### src/hw/rtl/hbp_pkg.sv
// Shared types and constants of the H-bridge PWM block with stall cutoff.
package hbp_pkg;

    localparam int PERIOD_W   = 16;
    localparam int LIMIT_W    = 16;
    localparam int DEADBAND_W = 7;
    localparam int FLOOR_W    = 15;
    localparam int CMD_W      = 16;
    localparam int SPEED_W    = 16;
    localparam int DUTY_W     = 8;
    localparam int COUNT_W    = 17;
    localparam int PCT_W      = 7;

    localparam int IN_DATA_W  = 64;
    localparam int OUT_DATA_W = 80;
    localparam int APB_ADDR_W = 4;
    localparam int APB_DATA_W = 32;

    // Division by 100 is done as a multiply by ceil(2^30/100) and a shift of 30.
    // It is exact for every dividend below 2^30/76, which covers 65535*100.
    localparam int RECIP_SHIFT = 30;
    localparam int RECIP_W     = 24;
    localparam int PK_W        = PERIOD_W + RECIP_W;
    localparam logic [RECIP_W-1:0] RECIP_100 = 24'd10737419;

    localparam logic [PERIOD_W-1:0]   PERIOD_RESET   = 16'd1000;
    localparam logic [LIMIT_W-1:0]    LIMIT_RESET    = 16'd20000;
    localparam logic [DEADBAND_W-1:0] DEADBAND_RESET = 7'd5;
    localparam logic [FLOOR_W-1:0]    FLOOR_RESET    = 15'd5;

    localparam logic [COUNT_W-1:0]    COUNT_MAX      = 17'd131071;
    localparam logic [PCT_W-1:0]      FULL_PCT       = 7'd100;

    typedef enum logic [1:0] {
        REG_PERIOD   = 2'd0,
        REG_LIMIT    = 2'd1,
        REG_DEADBAND = 2'd2,
        REG_FLOOR    = 2'd3
    } t_reg_idx;

    typedef struct packed {
        logic [PERIOD_W-1:0]   period;
        logic [PK_W-1:0]       period_k;   // period times the reciprocal of 100
        logic [LIMIT_W-1:0]    limit;
        logic [DEADBAND_W-1:0] deadband;
        logic [FLOOR_W-1:0]    speed_floor;
    } t_cfg;

    typedef struct packed {
        logic [COUNT_W-1:0]       count;
        logic                     latched;
        logic signed [DUTY_W-1:0] left_duty;
        logic signed [DUTY_W-1:0] right_duty;
    } t_stall_next;

endpackage

### src/hw/rtl/hbp_regs.sv
// Configuration register file behind the APB-style port.
module hbp_regs
    import hbp_pkg::*;
(
    input  logic                  i_clk,
    input  logic                  i_rst_n,
    input  logic                  i_psel,
    input  logic                  i_penable,
    input  logic                  i_pwrite,
    input  logic [APB_ADDR_W-1:0] i_paddr,
    input  logic [APB_DATA_W-1:0] i_pwdata,
    output logic [APB_DATA_W-1:0] o_prdata,
    output logic                  o_pready,
    output t_cfg                  o_cfg
);

    t_cfg     r_cfg;
    t_reg_idx w_idx;
    logic     w_wr;

    assign o_pready = 1'b1;
    assign w_idx    = t_reg_idx'(i_paddr[3:2]);
    assign w_wr     = i_psel && i_penable && i_pwrite;

    always_ff @(posedge i_clk) begin
        if (!i_rst_n) begin
            r_cfg.period      <= PERIOD_RESET;
            r_cfg.period_k    <= PK_W'(PERIOD_RESET) * PK_W'(RECIP_100);
            r_cfg.limit       <= LIMIT_RESET;
            r_cfg.deadband    <= DEADBAND_RESET;
            r_cfg.speed_floor <= FLOOR_RESET;
        end else if (w_wr) begin
            unique case (w_idx)
                REG_PERIOD: begin
                    r_cfg.period   <= i_pwdata[PERIOD_W-1:0];
                    r_cfg.period_k <= PK_W'(i_pwdata[PERIOD_W-1:0]) * PK_W'(RECIP_100);
                end
                REG_LIMIT:    r_cfg.limit       <= i_pwdata[LIMIT_W-1:0];
                REG_DEADBAND: r_cfg.deadband    <= i_pwdata[DEADBAND_W-1:0];
                REG_FLOOR:    r_cfg.speed_floor <= i_pwdata[FLOOR_W-1:0];
                default: ;
            endcase
        end
    end

    always_comb begin
        unique case (w_idx)
            REG_PERIOD:   o_prdata = APB_DATA_W'(r_cfg.period);
            REG_LIMIT:    o_prdata = APB_DATA_W'(r_cfg.limit);
            REG_DEADBAND: o_prdata = APB_DATA_W'(r_cfg.deadband);
            REG_FLOOR:    o_prdata = APB_DATA_W'(r_cfg.speed_floor);
            default:      o_prdata = '0;
        endcase
    end

    assign o_cfg = r_cfg;

endmodule

### src/hw/rtl/hbp_stall.sv
// Command clamp, shared stall counter update and stop latch.
module hbp_stall
    import hbp_pkg::*;
(
    input  t_cfg                      i_cfg,
    input  logic signed [CMD_W-1:0]   i_left_cmd,
    input  logic signed [CMD_W-1:0]   i_right_cmd,
    input  logic signed [SPEED_W-1:0] i_left_speed,
    input  logic signed [SPEED_W-1:0] i_right_speed,
    input  logic                      i_stop_request,
    input  logic [COUNT_W-1:0]        i_count,
    input  logic                      i_latched,
    output t_stall_next               o_next
);

    function automatic logic signed [DUTY_W-1:0] clamp_pct(input logic signed [CMD_W-1:0] v);
        logic signed [DUTY_W-1:0] r;
        if (v > 16'sd100)       r = 8'sd100;
        else if (v < -16'sd100) r = -8'sd100;
        else                    r = v[DUTY_W-1:0];
        return r;
    endfunction

    function automatic logic [PCT_W-1:0] mag_pct(input logic signed [DUTY_W-1:0] v);
        logic [DUTY_W-1:0] m;
        m = v[DUTY_W-1] ? DUTY_W'(-v) : DUTY_W'(v);
        return m[PCT_W-1:0];
    endfunction

    function automatic logic [SPEED_W-1:0] mag_speed(input logic signed [SPEED_W-1:0] v);
        return v[SPEED_W-1] ? SPEED_W'(-v) : SPEED_W'(v);
    endfunction

    logic signed [DUTY_W-1:0] w_lc, w_rc;
    logic                     w_l_stall, w_r_stall;
    logic [COUNT_W-1:0]       w_count_l, w_count_r;
    logic                     w_latch_0, w_latch_l, w_latch_r;

    assign w_lc = clamp_pct(i_left_cmd);
    assign w_rc = clamp_pct(i_right_cmd);

    assign w_l_stall = (mag_pct(w_lc) > i_cfg.deadband) &&
                       (mag_speed(i_left_speed) < SPEED_W'(i_cfg.speed_floor));
    assign w_r_stall = (mag_pct(w_rc) > i_cfg.deadband) &&
                       (mag_speed(i_right_speed) < SPEED_W'(i_cfg.speed_floor));

    // Left side updates the counter first; right side works on that result.
    assign w_latch_0 = i_latched || i_stop_request;

    assign w_count_l = !w_l_stall ? '0 :
                       (i_count == COUNT_MAX) ? i_count : i_count + 1'b1;
    assign w_latch_l = w_latch_0 || (w_l_stall && (w_count_l > COUNT_W'(i_cfg.limit)));

    assign w_count_r = !w_r_stall ? '0 :
                       (w_count_l == COUNT_MAX) ? w_count_l : w_count_l + 1'b1;
    assign w_latch_r = w_latch_l || (w_r_stall && (w_count_r > COUNT_W'(i_cfg.limit)));

    assign o_next.count      = w_count_r;
    assign o_next.latched    = w_latch_r;
    assign o_next.left_duty  = w_latch_r ? '0 : w_lc;
    assign o_next.right_duty = w_latch_r ? '0 : w_rc;

endmodule

### src/hw/rtl/hbp_side.sv
// Compare values of the two channels of one bridge side.
module hbp_side
    import hbp_pkg::*;
(
    input  t_cfg                     i_cfg,
    input  logic signed [DUTY_W-1:0] i_duty,
    output logic [PERIOD_W-1:0]      o_high,
    output logic [PERIOD_W-1:0]      o_low
);

    localparam int PROD_W = PK_W + PCT_W;
    localparam int Q_W    = PROD_W - RECIP_SHIFT;

    logic [DUTY_W-1:0]   w_abs;
    logic [PCT_W-1:0]    w_off;
    logic [PROD_W-1:0]   w_prod;
    logic [Q_W-1:0]      w_q;
    logic [PERIOD_W-1:0] w_top;
    logic [PERIOD_W-1:0] w_cmp;

    assign w_abs  = i_duty[DUTY_W-1] ? DUTY_W'(-i_duty) : DUTY_W'(i_duty);
    assign w_off  = FULL_PCT - w_abs[PCT_W-1:0];
    // period*(100-|duty|)/100 by the precomputed reciprocal product.
    assign w_prod = PROD_W'(i_cfg.period_k) * PROD_W'(w_off);
    assign w_q    = w_prod[PROD_W-1:RECIP_SHIFT];
    assign w_top  = i_cfg.period - 1'b1;
    assign w_cmp  = (w_q >= Q_W'(i_cfg.period)) ? w_top : w_q[PERIOD_W-1:0];

    assign o_high = i_duty[DUTY_W-1] ? w_cmp : w_top;
    assign o_low  = i_duty[DUTY_W-1] ? w_top : w_cmp;

endmodule

### src/hw/rtl/hbridge_pwm_with_stall_cutoff.sv
// Top level of the dual H-bridge PWM driver with shared stall cutoff.
//
//   channel   direction  handshake               payload
//   s         in         i_s_tvalid/o_s_tready   tdata: cmds, speeds; tuser: stop_request
//   m         out        o_m_tvalid/i_m_tready   tdata: compares, duties; tuser: stopped
//   apb       in/out     psel/penable/pready     four configuration registers
//
// Each word is captured in the input register, and the clamp, stall update
// and compare arithmetic run from there into the result register. A new
// word is accepted in every cycle while the result is taken, so the
// sustained rate is then one word per cycle; the single stall counter and
// stop latch are updated as each word moves into the result register.
// Reset is synchronous and active low; it clears the valid flags, the
// stall counter, the stop latch and the configuration registers to their
// defaults. When the result is not taken the input register still accepts
// one more word, after which o_s_tready drops until the result moves on.
module hbridge_pwm_with_stall_cutoff
    import hbp_pkg::*;
(
    input  logic                  i_clk,
    input  logic                  i_rst_n,
    // Input stream.
    input  logic                  i_s_tvalid,
    output logic                  o_s_tready,
    // tdata from bit 0: left_cmd, right_cmd, left_speed, right_speed (16 bits each).
    input  logic [IN_DATA_W-1:0]  i_s_tdata,
    // tuser bit 0: stop_request.
    input  logic                  i_s_tuser,
    // Result stream.
    output logic                  o_m_tvalid,
    input  logic                  i_m_tready,
    // tdata from bit 0: left_high_compare, left_low_compare, right_high_compare,
    // right_low_compare (16 bits each), left_duty, right_duty (8 bits each).
    output logic [OUT_DATA_W-1:0] o_m_tdata,
    // tuser bit 0: stopped.
    output logic                  o_m_tuser,
    // Configuration port.
    input  logic                  i_psel,
    input  logic                  i_penable,
    input  logic                  i_pwrite,
    input  logic [APB_ADDR_W-1:0] i_paddr,
    input  logic [APB_DATA_W-1:0] i_pwdata,
    output logic [APB_DATA_W-1:0] o_prdata,
    output logic                  o_pready
);

    t_cfg w_cfg;

    hbp_regs u_regs (
        .i_clk     (i_clk),
        .i_rst_n   (i_rst_n),
        .i_psel    (i_psel),
        .i_penable (i_penable),
        .i_pwrite  (i_pwrite),
        .i_paddr   (i_paddr),
        .i_pwdata  (i_pwdata),
        .o_prdata  (o_prdata),
        .o_pready  (o_pready),
        .o_cfg     (w_cfg)
    );

    // Input register and handshake.
    logic                 r_in_valid;
    logic [IN_DATA_W-1:0] r_in_data;
    logic                 r_in_stop;
    logic                 r_out_valid;
    logic [OUT_DATA_W-1:0] r_out_data;
    logic                 r_out_stop;
    logic [COUNT_W-1:0]   r_stall_count;
    logic                 r_stop_latched;

    logic w_out_free, w_s_fire, w_advance;

    assign w_out_free = !r_out_valid || i_m_tready;
    assign o_s_tready = !r_in_valid || w_out_free;
    assign w_s_fire   = i_s_tvalid && o_s_tready;
    assign w_advance  = r_in_valid && w_out_free;

    always_ff @(posedge i_clk) begin
        if (!i_rst_n) begin
            r_in_valid <= 1'b0;
        end else if (w_s_fire) begin
            r_in_valid <= 1'b1;
        end else if (w_out_free) begin
            r_in_valid <= 1'b0;
        end
    end

    always_ff @(posedge i_clk) begin
        if (w_s_fire) begin
            r_in_data <= i_s_tdata;
            r_in_stop <= i_s_tuser;
        end
    end

    // Stall counter, stop latch and duties for the word in the input register.
    t_stall_next w_next;

    hbp_stall u_stall (
        .i_cfg          (w_cfg),
        .i_left_cmd     (r_in_data[15:0]),
        .i_right_cmd    (r_in_data[31:16]),
        .i_left_speed   (r_in_data[47:32]),
        .i_right_speed  (r_in_data[63:48]),
        .i_stop_request (r_in_stop),
        .i_count        (r_stall_count),
        .i_latched      (r_stop_latched),
        .o_next         (w_next)
    );

    // Channel compares, one instance per bridge side sharing the period.
    logic [PERIOD_W-1:0] w_lh, w_ll, w_rh, w_rl;

    hbp_side u_side_left (
        .i_cfg  (w_cfg),
        .i_duty (w_next.left_duty),
        .o_high (w_lh),
        .o_low  (w_ll)
    );

    hbp_side u_side_right (
        .i_cfg  (w_cfg),
        .i_duty (w_next.right_duty),
        .o_high (w_rh),
        .o_low  (w_rl)
    );

    // State is committed only when the word moves into the result register,
    // so a stalled word is never counted twice.
    always_ff @(posedge i_clk) begin
        if (!i_rst_n) begin
            r_stall_count  <= '0;
            r_stop_latched <= 1'b0;
        end else if (w_advance) begin
            r_stall_count  <= w_next.count;
            r_stop_latched <= w_next.latched;
        end
    end

    always_ff @(posedge i_clk) begin
        if (!i_rst_n) begin
            r_out_valid <= 1'b0;
        end else if (w_out_free) begin
            r_out_valid <= r_in_valid;
        end
    end

    always_ff @(posedge i_clk) begin
        if (w_advance) begin
            r_out_data <= {w_next.right_duty, w_next.left_duty, w_rl, w_rh, w_ll, w_lh};
            r_out_stop <= w_next.latched;
        end
    end

    assign o_m_tvalid = r_out_valid;
    assign o_m_tdata  = r_out_data;
    assign o_m_tuser  = r_out_stop;

endmodule
### config.mk
export PLATFORM = sky130hd
export DESIGN_NAME = hbridge_pwm_with_stall_cutoff
export DESIGN_NICKNAME = d
export VERILOG_FILES = /design/src/hw/rtl/hbp_pkg.sv /design/src/hw/rtl/hbp_regs.sv /design/src/hw/rtl/hbp_stall.sv /design/src/hw/rtl/hbp_side.sv /design/src/hw/rtl/hbridge_pwm_with_stall_cutoff.sv
export SDC_FILE = /design/constraint.sdc
export NUM_CORES = 2
export LEC_CHECK = 0
export ABC_AREA = 1
export ABC_CLOCK_PERIOD_IN_PS = 12740
export BUFFER_PORTS_ARGS = -buffer_cell sky130_fd_sc_hd__buf_2
export CAP_MARGIN = 20
export CORE_MARGIN = 1
export CORE_UTILIZATION = 30
export CTS_CLUSTER_SIZE = 10
export DETAILED_ROUTE_END_ITERATION = 16
export SLEW_MARGIN = 25
export SYNTH_ARGS = -nofsm -noshare
export SYNTH_HDL_FRONTEND = slang
export SYNTH_SLANG_ARGS = --single-unit
### constraint.sdc
create_clock -name i_clk -period 12.74 [get_ports i_clk]
set_clock_uncertainty 0.15 [all_clocks]
set_input_delay 2.548 -clock i_clk [delete_from_list [all_inputs] [get_ports i_clk]]
set_output_delay 2.548 -clock i_clk [all_outputs]
set_load 0.01 [all_outputs]
Word-level counts from Yosys, hierarchy flattened
Cells that the tools add are included.
{"block": "classes", "add_sub_neg": 11, "mul": 3, "magnitude_cmp": 12, "n_eq_ne": 5, "muxes": 25, "reduce_logical": 21}
{"cell": "two-way mux 16 bit", "count": 8}
{"cell": "one-hot mux 32 bit (4 select lines)", "count": 1}
{"cell": "multiplier 40 x 7 -> 47 bit", "count": 2}
{"cell": "two-way mux 17 bit", "count": 4}
{"cell": "two-way mux 8 bit", "count": 6}
{"cell": "multiplier 16 x 24 -> 40 bit (second input constant)", "count": 1}
{"cell": "adder 17 x 1 -> 17 bit (second input constant)", "count": 2}
{"cell": "== test 17 bit (second input constant)", "count": 2}
{"cell": ">= comparator 17 x 16 -> 1 bit", "count": 2}
{"cell": "> comparator 17 x 16 -> 1 bit", "count": 2}
{"cell": "> comparator 16 x 8 -> 1 bit (second input constant)", "count": 2}
{"cell": "less-than comparator 16 x 15 -> 1 bit", "count": 2}
{"cell": "less-than comparator 16 x 8 -> 1 bit (second input constant)", "count": 2}
{"cell": "negation 16 bit", "count": 2}
{"cell": "two-way mux 7 bit", "count": 4}
{"cell": "negation 7 bit", "count": 4}
{"cell": "subtractor 16 x 1 -> 16 bit (second input constant)", "count": 1}
{"cell": "> comparator 7 bit", "count": 2}
{"cell": "subtractor 7 bit (first input constant)", "count": 2}
{"cell": "logical AND 1 bit", "count": 8}
{"cell": "AND reduction 2 bit", "count": 4}
{"cell": "logical OR 1 bit", "count": 5}
{"cell": "== test 2 bit (second input constant)", "count": 2}
{"cell": "== test 2 x 1 -> 1 bit (second input constant)", "count": 1}
{"cell": "4 further kinds", "count": 6}
{"block": "totals", "register_bits": 260, "output_inout_bits": 116, "wordCells": 90}

Depth between registers and ports, before layout
{"block": "logic_depth", "word_depth": 22, "ltp_mapped": 102, "depth_no_buf": 99}

Hierarchy
Synthesis repeated with hierarchy kept, for this count alone.
{"block": "unflattened", "hier_cells": 6007, "hier_area_um2": 42813.6}
{"module": "hbp_side at u_side_right", "instances": 1, "cells_each": 1770, "area_each_um2": 11235.8}
{"module": "hbp_regs", "instances": 1, "cells_each": 1472, "area_each_um2": 11090.6}
{"module": "hbp_side at u_side_left", "instances": 1, "cells_each": 1713, "area_each_um2": 10884.2}
{"module": "hbridge_pwm_with_stall_cutoff", "instances": 1, "cells_each": 276, "area_each_um2": 5310.1}
{"module": "hbp_stall", "instances": 1, "cells_each": 776, "area_each_um2": 4292.9}

Worst setup path after synthesis
No wires, ideal clock.
{"block": "synth_timing", "path_kind": "reg-to-reg", "start": "reg r_in_data[15]", "end": "reg r_out_data[21] (netlist: o_m_tdata[21]), data pin", "setup_ns": 0.269, "arrival_time_ns": 13.640, "required_ns": 12.321, "setup_slack_ns": -1.320, "path_stages_with_launch": 95, "path_buffers": 5, "period_less_slack_ns": 14.060, "path_cell_list": "edfxtp_1 -> clkbuf_1 -> inv_1 -> nand2_1 -> inv_1 -> nor3_1 -> nand2_1 -> nor2_1 -> inv_1 -> o21ai_0 -> xor2_1 -> inv_1 -> ha_1 -> nand2_1 -> a21oi_1 -> nor2_1 -> nand2_1 -> nand3_1 -> (+59 left out) -> a21oi_1 -> o21ai_0 -> nor2_1 -> o21ai_0 -> xnor2_1 -> inv_1 -> ha_1 -> a21oi_1 -> nor2_1 -> o21a_1 -> a2111oi_0 -> o221a_2 -> o21ai_0 -> a21oi_1 -> clkbuf_1 -> nand3_1 -> nand3_1 -> o21ai_0"}
{"element": "start: declaration", "line": "hbridge_pwm_with_stall_cutoff.sv:64", "rtl": "logic [IN_DATA_W-1:0] r_in_data;"}
{"element": "start signal: assignment", "line": "hbridge_pwm_with_stall_cutoff.sv:91", "rtl": "r_in_data <= i_s_tdata;"}
{"element": "end signal: assignment", "line": "hbridge_pwm_with_stall_cutoff.sv:150", "rtl": "r_out_data <= {w_next.right_duty, w_next.left_duty, w_rl, w_rh, w_ll, w_lh};"}
{"element": "end: declaration", "line": "hbridge_pwm_with_stall_cutoff.sv:67", "rtl": "logic [OUT_DATA_W-1:0] r_out_data;"}

==> impl_metrics.xml <==
<?xml version="1.0" encoding="UTF-8"?>
<metrics>
  <group name="grt">
    <metric name="grt_first_pass_wirelength" unit="um">212000</metric>
    <metric name="grt_max_degree" unit="">82</metric>
    <metric name="globalRoute.totalOverflow" unit="">0</metric>
    <metric name="grtUsageTotal" unit="">0.199</metric>
    <metric name="vias_in_the_first_global_route" unit="">38500</metric>
    <metric name="antenna_found_initial" unit="">18</metric>
  </group>
  <group name="route">
    <metric name="detailedRoute.firstIterationViolations" unit="">2426</metric>
    <metric name="dr.pass1.iters" unit="">6</metric>
    <metric name="wl" unit="um">141000</metric>
    <metric name="remaining_design_rule_violation_count" unit="">0</metric>
    <metric name="final_antenna_violating_net_count" unit="">0</metric>
    <metric name="route.detailed.wl_per_inst" unit="um">17.6</metric>
    <metric name="route.detailed.vias_per_inst" unit="">4.78</metric>
    <metric name="vias" unit="">38100</metric>
  </group>
  <group name="placed_design">
    <metric name="placed_area" unit="um^2">48700</metric>
    <metric name="port_buffers" unit="">188</metric>
    <metric name="pre_cts_slack" unit="ps">-1620</metric>
    <metric name="routabilityCongestion" unit="">0.939</metric>
    <metric name="dp_hpwl" unit="um">113000</metric>
    <metric name="numPlacedInstances" unit="">7785</metric>
  </group>
  <group name="power">
    <metric name="internal-power" unit="mW">4.53</metric>
    <metric name="power.static_leakage" unit="nW">26.1</metric>
    <metric name="p_per_area" unit="nW/um^2">171</metric>
    <metric name="pwr-share-seq" unit="">0.110</metric>
    <metric name="power.share.combinational" unit="">0.782</metric>
    <metric name="net-switching-power" unit="mW">4.64</metric>
    <metric name="pwr-share-clk" unit="">0.108</metric>
    <metric name="ir_worst_vdd" unit="mV">0.211</metric>
    <metric name="power_switching_share" unit="">0.506</metric>
  </group>
  <group name="clock_network">
    <metric name="root_buffer" unit="">clkbuf_16</metric>
    <metric name="cts.sinks" unit="">259</metric>
    <metric name="holdBufCountCts" unit="">0</metric>
    <metric name="cts_tree" unit="">done</metric>
    <metric name="clk_transition_reported_paths" unit="ps">60</metric>
    <metric name="cts_buffers" unit="">35</metric>
    <metric name="cts.htree.levels" unit="">2</metric>
    <metric name="worstSkewPairLatency" unit="ps">570</metric>
    <metric name="cts_buffer_depth" unit="">3</metric>
  </group>
  <group name="status">
    <metric name="result_of_the_run" unit="">finished with violations</metric>
    <metric name="violations" unit="">setup timing</metric>
  </group>
  <group name="layout">
    <metric name="drive_gt1_frac" unit="">0.271</metric>
    <metric name="final_net_count" unit="">7202</metric>
    <metric name="n_fill_cell" unit="">13200</metric>
    <metric name="finish.instance_area" unit="um^2">53700</metric>
    <metric name="final-instance-count-excl-fill" unit="">7975</metric>
    <metric name="area_delta_synth_final" unit="%">33.8</metric>
    <metric name="commonest_non_fill_non_tap_cell_in_the_layout" unit="">inv_1</metric>
    <metric name="layout_common_cells" unit="">1,148 x inv_1, 839 x nand2_1, 743 x buf_4</metric>
  </group>
  <group name="logic_synthesis">
    <metric name="yosys-top-cells-area" unit="">fa_1 25%, ha_1 13%, inv_1 11%</metric>
    <metric name="synth-compound-area-share" unit="">0.104</metric>
    <metric name="syn_inst" unit="">5286</metric>
    <metric name="synthSimpleGateAreaFrac" unit="">0.196</metric>
    <metric name="synth_seq_area_share" unit="">0.166</metric>
    <metric name="synth_top_area_cell" unit="">fa_1</metric>
    <metric name="dominantRegCellSynth" unit="">edfxtp_1</metric>
    <metric name="synth-warning-count" unit="">0</metric>
    <metric name="synth_enable_flop_cells" unit="">146</metric>
    <metric name="largest_family_of_logic_cells_by_synthesized_area" unit="">adder cells</metric>
    <metric name="synth_async_sr_flop_share" unit="">0</metric>
    <metric name="synth_xor_area_frac" unit="">0.0223</metric>
    <metric name="synth-adder-area-share" unit="">0.375</metric>
    <metric name="synth.distinct_cells" unit="">71</metric>
    <metric name="muxShareOfSynthArea" unit="">0.000250</metric>
    <metric name="post-synth-top-area-fraction" unit="">0.248</metric>
    <metric name="postSynthAreaPerCell" unit="um^2">7.58</metric>
    <metric name="ys_seq_elements" unit="">259</metric>
    <metric name="netlist_area" unit="um^2">40100</metric>
  </group>
  <group name="worst_setup_path">
    <metric name="crit_path_max_fanout" unit="">8</metric>
    <metric name="cp-startpoint" unit="">r_in_data[14]</metric>
    <metric name="reg2reg_slack" unit="ps">-1180</metric>
    <metric name="crit_top_cell" unit="">inv_1</metric>
    <metric name="critical_path_required" unit="ps">12860</metric>
    <metric name="critical_path_arrival" unit="ps">14030</metric>
    <metric name="critPathMaxStageDelay" unit="ps">530</metric>
    <metric name="slowest_stage" unit="">fa_1</metric>
    <metric name="critPathKind" unit="">flop to flop</metric>
    <metric name="worst_r2r_startpoint" unit="">r_in_data[14]</metric>
    <metric name="endpoint_kind" unit="">flop</metric>
    <metric name="worstSetupStartpointType" unit="">flop</metric>
  </group>
  <group name="floorplan">
    <metric name="coreArea" unit="um^2">132000</metric>
    <metric name="fp.dieArea" unit="um^2">135000</metric>
    <metric name="count_of_boundary_i_o_pins" unit="">224</metric>
    <metric name="number_of_rows_created_at_floorplan" unit="">133</metric>
    <metric name="floorplan.initialDensity" unit="">0.304</metric>
    <metric name="width_of_the_die" unit="um">368</metric>
    <metric name="die_height" unit="um">368</metric>
  </group>
  <group name="timing">
    <metric name="worst_slew_margin_rel" unit="">0.354</metric>
    <metric name="timing.final.ws_setup" unit="ps">-1180</metric>
    <metric name="max_freq" unit="GHz">0.0719</metric>
    <metric name="final_total_negative_setup_slack" unit="ps">-68620</metric>
    <metric name="timing.final.crit_period" unit="ps">13920</metric>
    <metric name="slew_violations" unit="">0</metric>
    <metric name="setup-violations-final" unit="">64</metric>
    <metric name="max_slew.worst_pin.slew" unit="ps">965</metric>
    <metric name="finalHoldWorstSlack" unit="ps">348</metric>
    <metric name="hold_violations" unit="">0</metric>
    <metric name="min_period_over_period" unit="">1.09</metric>
    <metric name="rsz0062_at_grt" unit="">true</metric>
  </group>
  <group name="worst_hold_path">
    <metric name="min-delay-path-class" unit="">flop to flop</metric>
    <metric name="hold_start" unit="">r_stall_count[14]</metric>
  </group>
  <group name="flow_run">
    <metric name="cap_viol_max_count" unit="">0</metric>
  </group>
</metrics>
==> metal layers <==
metal,wire length (um),up-vias,global-route usage,share of wire
met4,4610,22,0.0514,0.033
met1,58700,18600,0.257,0.42
met2,68500,1069,0.348,0.49
met5,142,-,0,0.0010
li1,-,18200,-,-
met3,8670,264,0.0275,0.062
==> per-stage QoR <==
step            util  total power [mW]
6_report       0.407              9.17
3_3_place_gp   0.369              6.98
5_1_grt        0.407              9.91
3_5_place_dp   0.369              7.03
4_1_cts        0.390              8.56
2_1_floorplan      -              4.62
==> flip-flops by register name (all words and copies together), names as in the netlist <==
signal	flops
o_m_tvalid	1
r_in_valid	1
r_stall_count	17
u_regs.o_cfg	93
r_in_stop	1
r_stop_latched	1
r_in_data	64
o_m_tdata	80
o_m_tuser	1
==> cells by family after synthesis <==
group / count (synthesis)
AOI/OAI and AO/OA: 737
muxes: 1
xor gates and xnor gates: 102
buffers and inverters: 1402
and+or+nand+nor: 1878
DFF: 259
other: 2
adders and majority gates: 905
==> power by group through the flow <==
stage	registers (mW)	clock network, mW	logic [mW]
2_1_floorplan	1.02	0	3.60
3_3_place_gp	1.02	0	5.95
3_5_place_dp	1.02	0	6.01
4_1_cts	1.01	1.01	6.54
5_1_grt	1.01	1.04	7.86
6_report	1.01	0.988	7.17
==> Yosys cell counts, drive strengths merged (4+ instances only) <==
| library cell | count |
|---|---|
| a21oi | 295 |
| xnor2 | 40 |
| or2 | 12 |
| dfxtp | 113 |
| nand3b | 12 |
| fa | 497 |
| nor2 | 595 |
| a21boi | 7 |
| o22ai | 4 |
| nand3 | 190 |
| a31oi | 13 |
| xor2 | 62 |
| o21a | 29 |
| a2111oi | 5 |
| nor3 | 54 |
| ha | 408 |
| o21ai | 267 |
| o221ai | 9 |
| a21o | 7 |
| o211ai | 36 |
| o21bai | 9 |
| o31ai | 14 |
| clkinv | 9 |
| edfxtp | 146 |
| buf | 82 |
| nor4 | 18 |
| nand4 | 38 |
| inv | 1240 |
| a211oi | 23 |
| nand2 | 954 |
| clkbuf | 71 |
==> path summary, 6_finish.rpt <==
check	depth (start not counted)	endpoint
min reg2reg	2	r_stall_count[14]
max	97	o_m_tdata[52]
max reg2reg	97	o_m_tdata[52]
min	2	r_stall_count[14]
==> cell type report <==
type	instances	area [um^2]	area share
Multi-Input combinational cell	3643	31100	0.580
Timing Repair Buffer	1001	7830	0.146
Sequential cell	259	6650	0.124
Inverter	1249	4720	0.0880
Tap cell	1755	2200	0.0409
Clock buffer	50	973	0.0181
Clock inverter	11	149	0.00277
Antenna cell	7	17.5	0.000326
==> worst max-delay path, delay by kind of cell (launching register included) <==
kind	cells	cell delay, ps
flip-flops	1	400
AND/OR/NAND/NOR	53	5500
adder cells (fa/ha/maj)	10	3660
XOR/XNOR	1	210
AO/OA/AOI/OAI	12	1860
buffers and inverters	21	1790
==> timing repair <==
item                       CTS  global route
setup endpoints to repair   64            64
pin swaps                  119           161
resized for setup          227           409
buffers inserted            65            43
gates cloned                 5            12
Power figures use the tool's default switching activity.
